==> src/sv/assert_macros.svh <==
// Assertion helpers, clocked on clk and disabled while rst is high.
`ifndef ASSERT_MACROS_SVH
`define ASSERT_MACROS_SVH

// Same-cycle implication.
`define CRCSUM_ASSERT_IMPLY(label, ante, cons) \
  label: assert property (@(posedge clk) disable iff (rst) (ante) |-> (cons)) \
    else $error("crcsum check failed");

// Next-cycle implication.
`define CRCSUM_ASSERT_NEXT(label, ante, cons) \
  label: assert property (@(posedge clk) disable iff (rst) (ante) |=> (cons)) \
    else $error("crcsum check failed");

`endif

==> src/sv/crcsum_pkg.sv <==
`default_nettype none

package crcsum_pkg;

  localparam logic [31:0] CRC_POLY   = 32'hEDB88320;
  localparam logic [31:0] CRC_INIT   = 32'hFFFFFFFF;
  localparam logic [31:0] CRC_XOROUT = 32'hFFFFFFFF;
  localparam logic [31:0] SUM_INIT   = 32'h00000000;

  // One image byte and its end-of-image flag
  typedef struct packed {
    logic [7:0] data;
    logic       last;
  } crcsum_item_t;

  // Final trailer values
  typedef struct packed {
    logic [31:0] crc;
    logic [31:0] sum;
  } crcsum_result_t;

  // Reflected CRC-32 over one byte, LSB first
  function automatic logic [31:0] crc_byte(input logic [31:0] crc, input logic [7:0] data);
    logic [31:0] c;
    c = crc ^ {24'h000000, data};
    for (int k = 0; k < 8; k++) begin
      if (c[0]) begin
        c = (c >> 1) ^ CRC_POLY;
      end else begin
        c = c >> 1;
      end
    end
    return c;
  endfunction

  // Sum of the four bytes of a word
  function automatic logic [31:0] byte_total(input logic [31:0] w);
    logic [9:0] t;
    t = {2'b00, w[31:24]} + {2'b00, w[23:16]} + {2'b00, w[15:8]} + {2'b00, w[7:0]};
    return {22'h000000, t};
  endfunction

endpackage

`default_nettype wire

==> src/sv/crcsum_in_stage.sv <==
`default_nettype none

module crcsum_in_stage (
  input  wire logic                  clk,
  input  wire logic                  rst,
  input  wire logic                  in_valid,
  input  wire logic [7:0]            in_data,
  input  wire logic                  in_last,
  input  wire logic                  advance,
  output logic                       in_stall,
  output logic                       stage_valid,
  output crcsum_pkg::crcsum_item_t   stage_item
);
  import crcsum_pkg::*;

  logic load;

  // Stage is free when empty or when its byte moves on this cycle
  assign in_stall = stage_valid && !advance;
  assign load     = in_valid && !in_stall;

  always_ff @(posedge clk) begin
    if (rst) begin
      stage_valid <= 1'b0;
    end else if (!in_stall) begin
      stage_valid <= in_valid;
    end
  end

  always_ff @(posedge clk) begin
    if (load) begin
      stage_item.data <= in_data;
      stage_item.last <= in_last;
    end
  end

endmodule

`default_nettype wire

==> src/sv/crcsum_core.sv <==
`default_nettype none

module crcsum_core (
  input  wire logic                    clk,
  input  wire logic                    rst,
  input  wire logic                    fire,
  input  wire crcsum_pkg::crcsum_item_t item,
  output crcsum_pkg::crcsum_result_t   result
);
  import crcsum_pkg::*;

  logic [31:0] crc_running;
  logic [31:0] sum_running;
  logic [31:0] crc_next;
  logic [31:0] sum_next;
  logic [31:0] crc_final;

  // Fold the byte into both running values
  always_comb begin
    crc_next  = crc_byte(crc_running, item.data);
    sum_next  = sum_running + {24'h000000, item.data};
    crc_final = crc_next ^ CRC_XOROUT;
  end

  // Trailer: inverted CRC, and its bytes added to the sum
  assign result.crc = crc_final;
  assign result.sum = sum_next + byte_total(crc_final);

  // Running state; back to start values after the last byte
  always_ff @(posedge clk) begin
    if (rst) begin
      crc_running <= CRC_INIT;
      sum_running <= SUM_INIT;
    end else if (fire) begin
      if (item.last) begin
        crc_running <= CRC_INIT;
        sum_running <= SUM_INIT;
      end else begin
        crc_running <= crc_next;
        sum_running <= sum_next;
      end
    end
  end

endmodule

`default_nettype wire

==> src/sv/crcsum_out_stage.sv <==
`default_nettype none

module crcsum_out_stage (
  input  wire logic                      clk,
  input  wire logic                      rst,
  input  wire logic                      load,
  input  wire crcsum_pkg::crcsum_result_t result_in,
  input  wire logic                      out_stall,
  output logic                           out_free,
  output logic                           out_valid,
  output logic [31:0]                    out_crc,
  output logic [31:0]                    out_sum
);
  import crcsum_pkg::*;

  // Register can take a request when empty or being drained
  assign out_free = !out_valid || !out_stall;

  always_ff @(posedge clk) begin
    if (rst) begin
      out_valid <= 1'b0;
    end else if (out_free) begin
      out_valid <= load;
    end
  end

  always_ff @(posedge clk) begin
    if (load && out_free) begin
      out_crc <= result_in.crc;
      out_sum <= result_in.sum;
    end
  end

endmodule

`default_nettype wire

==> src/sv/crc32_and_byte_sum_trailer.sv <==
// CRC-32 (reflected, polynomial EDB88320, preset all ones, inverted at the end)
// and 32-bit wrapping byte sum over an image streamed one byte per request.
// The byte flagged last_byte closes the image: one result then carries the
// final CRC and the byte sum plus the four CRC bytes, and both running values
// restart for the next image. One byte is taken every cycle unless a last byte
// waits for the result register. A last byte is registered in the input stage
// when it is accepted, and the CRC/sum update loads the result register once
// that register is free. Bytes keep flowing while a result waits; only a last
// byte waits for the result register.
`default_nettype none
`include "assert_macros.svh"

module crc32_and_byte_sum_trailer (
  input  wire logic        clk,
  input  wire logic        rst,
  input  wire logic        byte_valid,
  output logic             byte_stall,
  input  wire logic [7:0]  data_byte,
  input  wire logic        last_byte,
  output logic             result_valid,
  input  wire logic        result_stall,
  output logic [31:0]      crc_value,
  output logic [31:0]      sum_value
);
  import crcsum_pkg::*;

  logic           stage_valid;
  crcsum_item_t   stage_item;
  crcsum_result_t core_result;
  logic           out_free;
  logic           advance;
  logic           fire;
  logic           res_load;
  logic           res_busy;

  // A non-last byte always moves on; a last byte needs the result register
  assign advance  = !stage_item.last || out_free;
  assign fire     = stage_valid && advance;
  assign res_load = fire && stage_item.last;

  // Result register holds a request that the receiver stalls
  assign res_busy = result_valid && result_stall;

  crcsum_in_stage u_in (
    .clk         (clk),
    .rst         (rst),
    .in_valid    (byte_valid),
    .in_data     (data_byte),
    .in_last     (last_byte),
    .advance     (advance),
    .in_stall    (byte_stall),
    .stage_valid (stage_valid),
    .stage_item  (stage_item)
  );

  crcsum_core u_core (
    .clk    (clk),
    .rst    (rst),
    .fire   (fire),
    .item   (stage_item),
    .result (core_result)
  );

  crcsum_out_stage u_out (
    .clk       (clk),
    .rst       (rst),
    .load      (res_load),
    .result_in (core_result),
    .out_stall (result_stall),
    .out_free  (out_free),
    .out_valid (result_valid),
    .out_crc   (crc_value),
    .out_sum   (sum_value)
  );

  // Upstream only waits behind a last byte blocked by a pending result
  `CRCSUM_ASSERT_IMPLY(a_stall_cause, byte_stall, stage_valid && stage_item.last && res_busy)
  // A processed last byte shows up as a result next cycle
  `CRCSUM_ASSERT_NEXT(a_result_follows, res_load, result_valid)
  // A pending result is never overwritten
  `CRCSUM_ASSERT_IMPLY(a_no_overwrite, res_busy, !res_load)

endmodule

`default_nettype wire

==> config.mk <==
export PLATFORM = sky130hd
export DESIGN_NAME = crc32_and_byte_sum_trailer
export DESIGN_NICKNAME = d
export VERILOG_FILES = /design/src/sv/crcsum_pkg.sv /design/src/sv/crcsum_in_stage.sv /design/src/sv/crcsum_core.sv /design/src/sv/crcsum_out_stage.sv /design/src/sv/crc32_and_byte_sum_trailer.sv
export VERILOG_INCLUDE_DIRS = /design/src /design/src/sv
export SDC_FILE = /design/constraint.sdc
export NUM_CORES = 1
export LEC_CHECK = 0
export BUFFER_PORTS_ARGS = -buffer_cell sky130_fd_sc_hd__buf_2
export CORE_MARGIN = 2
export CORE_UTILIZATION = 54
export CTS_CLUSTER_DIAMETER = 60
export DETAILED_ROUTE_END_ITERATION = 6
export GPL_ROUTABILITY_DRIVEN = 0
export MAX_ROUTING_LAYER = met4
export PLACE_DENSITY = 0.77
export SLEW_MARGIN = 15
export SYNTH_ARGS = -nofsm -noshare
export SYNTH_HDL_FRONTEND = slang
export SYNTH_HIERARCHICAL = 1
export SYNTH_SLANG_ARGS = --single-unit
==> constraint.sdc <==
create_clock -name clk -period 5.97 [get_ports clk]
set_input_delay 1.194 -clock clk [delete_from_list [all_inputs] [get_ports clk]]
set_output_delay 1.194 -clock clk [all_outputs]
set_load 0.03 [all_outputs]
==> impl_metrics.py <==
metrics = {
    "outcome": {
        "status": "completed",
    },
    "power": {
        "p_clk_share_pct": 21.9,
        "switching_share_pct": 38.9,
        "seqPwrFrac_pct": 24.3,
        "p_leak_nw": 3.63,
        "p_sw_mw": 2.12,
        "internal_power_mw": 3.32,
        "power_density_nw_per_um2": 588,
        "ir_drop_mv": 0.599,
        "comb_power_share_pct": 53.8,
    },
    "yosys": {
        "yosysTopAreaCellShare_pct": 27.9,
        "ys_seq_area_share_pct": 44.7,
        "synth_area_leaders": "edfxtp_1 (28%), dfxtp_1 (17%), xnor2_1 (9.7%)",
        "synthCells": 750,
        "ys_async_sr_fraction_pct": 0,
        "yosysTopAreaCell": "edfxtp_1",
        "synth-main-ff-cell": "edfxtp_1",
        "syn_avg_cell_area_um2": 10.5,
        "synth_seq_cells": 139,
        "synth_fp_nets": 810,
        "synthTopCellsByCount": "xnor2_1 (87), nor2_1 (78), edfxtp_1 (73)",
        "syn-cell-area_um2": 7850,
        "synth_cell_types": 68,
        "synth.yosys.warnings": 6,
        "synth-edff-count": 73,
        "yosysMostFrequentCell": "xnor2_1",
    },
    "worst_setup_path": {
        "cp-start-kind": "flip-flop",
        "max_stage_delay_ps": 540,
        "r2r_end": "u_out/out_sum[18]",
        "r2r_setup_slack_ps": 190,
        "path_max_fanout": 5,
        "endpoint_kind": "flip-flop",
        "reg2reg_depth": 18,
        "crit_top_cell": "fa_1",
        "slowest_stage": "fa_1",
        "path_cells": "ha_1 -> a211oi_2 -> o21ai_0 -> a21o_1 -> a21oi_1 -> xnor2_1 -> fa_1 -> fa_1 -> fa_1 -> ha_1 -> a2111oi_1 -> o21ai_1 -> a41oi_2 -> nor2b_1 -> o21ai_2 -> o41ai_2 -> and3_1 -> xor2_1",
        "cp_data_arrival_time_ps": 5960,
        "required_ps": 6140,
        "worstSetupPathType": "reg -> reg",
        "rr_startpoint": "u_in/stage_item[2]",
    },
    "cts": {
        "cts_sinks": 139,
        "cts_buffers": 17,
        "clock_path_buffers": 2,
        "root_buffer": "clkbuf_16",
        "cts_hold_buf": 0,
        "cts_tree": "yes",
        "h-tree-depth": 4,
        "clk_pin_slew_ps": 60,
        "worstSkewPairLatency_ps": 430,
    },
    "final_layout": {
        "antenna-diode-count": 0,
        "instances_no_fill": 1035,
        "regArea_um2": 3510,
        "syn2layout_area_growth_pct": 17.8,
        "multi_input_area_um2": 4140,
        "drive_gt1_share_pct": 22.7,
        "finalNetCount": 898,
        "fillCellCount": 1114,
    },
    "global_routing": {
        "grt_antenna_before_repair": 0,
        "track_usage_pct": 24.3,
        "grt_overflow": 0,
        "grt_max_degree": 67,
        "grt_pass1_wl_mm": 29.1,
        "grt_pass1_vias": 5575,
    },
    "die": {
        "rows": 44,
        "core_um2": 14400,
        "initial_core_util_pct": 54.6,
        "die-area_um2": 15500,
        "die-height_um": 125,
        "die_x_um": 125,
        "pin_count": 79,
    },
    "route": {
        "wire_per_inst_um": 17.3,
        "ant_nets": 0,
        "finalWirelength_mm": 17.9,
        "drtIter0Drc": 686,
        "post_drt_via_cell_ratio": 5.61,
        "drt_first_pass_iters": 7,
        "num_vias": 5810,
        "drc": 0,
    },
    "timing": {
        "hold_viol_final": 0,
        "post-route-period-util_pct": 96.9,
        "tns_ps": 0,
        "fmaxAchievable_ghz": 0.173,
        "finalSetupViolCount": 0,
        "skew_ps": 8.99,
        "worstMarginPinSlew_ps": 868,
        "finalCriticalPeriod_ps": 5780,
        "slew_headroom_pct": 42.1,
        "drv_slew": 0,
    },
    "min_path": {
        "hold_start": "u_out/out_valid",
        "hp-class": "reg -> reg",
        "hold_depth": 2,
        "min_to": "u_out/out_valid",
    },
    "job": {
        "maxCapViolCount": 0,
    },
    "placement": {
        "io_buffer_count": 78,
        "dp_hpwl_mm": 12.5,
        "dpl.cell_count": 1001,
    },
}
[worst max path at each step]
stage | from | endpoint | slack (ps) | depth (start not counted)
after floorplan | u_in/stage_item[3] | u_out/out_sum[18] | 430 | 18
final | u_in/stage_item[2] | u_out/out_sum[18] | 190 | 18
after global routing | u_in/stage_item[1] | u_out/out_sum[18] | -60 | 19
after CTS | u_in/stage_item[2] | u_out/out_sum[18] | 8 | 18
after global placement | u_in/stage_item[2] | u_out/out_sum[18] | 190 | 18
after detailed placement | u_in/stage_item[2] | u_out/out_sum[18] | 90 | 18
[repair_timing]
action / 4_1_cts / 5_1_grt
setup buffers: 0 / 2
gates resized for setup: 0 / 9
setup endpoints to repair: 0 / 18
[per-layer routing]
metal | routed length (um) | global-route usage (%) | share of wire, %
met1 | 8310 | 34.3 | 46
met2 | 8090 | 35.2 | 45
met3 | 1280 | 5.33 | 7.1
met4 | 242 | 7.87 | 1.3
met5 | 0 | - | 0
[logic make-up (layout without fill, tap and decap cells)]
family	Yosys count	in the layout	synth area share, %
compound gates	155	155	13.1
xor+xnor	127	127	14.5
buf+inv	63	164	3.14
mux	1	1	0.143
fa+ha+maj	47	47	9.78
simple gates	218	218	14.7
flops	139	139	44.7
[state kept, by name (all words and copies together), names as in the netlist]
name                flops
u_out/out_valid         1
u_core/sum_running     32
u_in/stage_item         9
u_out/out_sum          32
u_core/crc_running     32
u_in/stage_valid        1
u_out/out_crc          32
[layout by cell type, fill, tap and decap left out, drive strengths merged, types with 6 or more instances in the layout]
cell / netlist / layout
ha: 23 / 23
dfxtp: 66 / 66
nand2: 25 / 25
and3: 7 / 7
nand3: 13 / 13
a21o: 9 / 9
xnor2: 88 / 88
o21ai: 31 / 31
a22oi: 18 / 18
nor4: 8 / 8
nand2b: 12 / 12
and2: 6 / 6
buf: 5 / 102
nor3: 22 / 22
xor2: 39 / 39
inv: 30 / 33
a21oi: 58 / 58
or2: 28 / 28
o22ai: 6 / 6
clkbuf: 28 / 20
nor2: 78 / 78
edfxtp: 73 / 73
fa: 24 / 24
[power groups by stage]
| stage | sequential (mW) | combinational, mW | clock (mW) |
|---|---|---|---|
| 3_3_place_gp | 1.34 | 2.72 | 0 |
| 3_5_place_dp | 1.34 | 2.77 | 0 |
| 2_1_floorplan | 1.45 | 2.04 | 0 |
| 5_1_grt | 1.33 | 3.23 | 1.25 |
| 4_1_cts | 1.32 | 2.84 | 1.21 |
| 6_report | 1.32 | 2.93 | 1.19 |
[per-stage QoR]
step                hold slack (ps)  util [%]  setup WS (ps)  area (um^2)  power [mW]
finish                          505      64.3            187         9250        5.44
floorplan                       445         -            427         7850        3.49
global route                    508      64.3          -55.7         9250        5.80
CTS                             477      63.9           7.63         9180        5.37
detailed placement              470      59.2           85.4         8510        4.11
global placement                455      59.2            194         8510        4.06
[critical path, delay by kind of cell, from the launching register on]
kind                     cells  cell delay [ps]
flip-flops                   1              460
XOR/XNOR                     2              330
adder cells (fa/ha/maj)      5             2240
AND/OR/NAND/NOR              2              300
AO/OA/AOI/OAI                9             2190
[cell type report]
class | count | area share, %
Sequential cell | 139 | 38.0
Timing Repair Buffer | 102 | 6.17
Multi-Input combinational cell | 548 | 44.8
Clock inverter | 12 | 2.26
Tap cell | 184 | 2.49
Clock buffer | 20 | 5.06
Inverter | 30 | 1.22
Note: power is estimated with default switching activity, not from simulation.
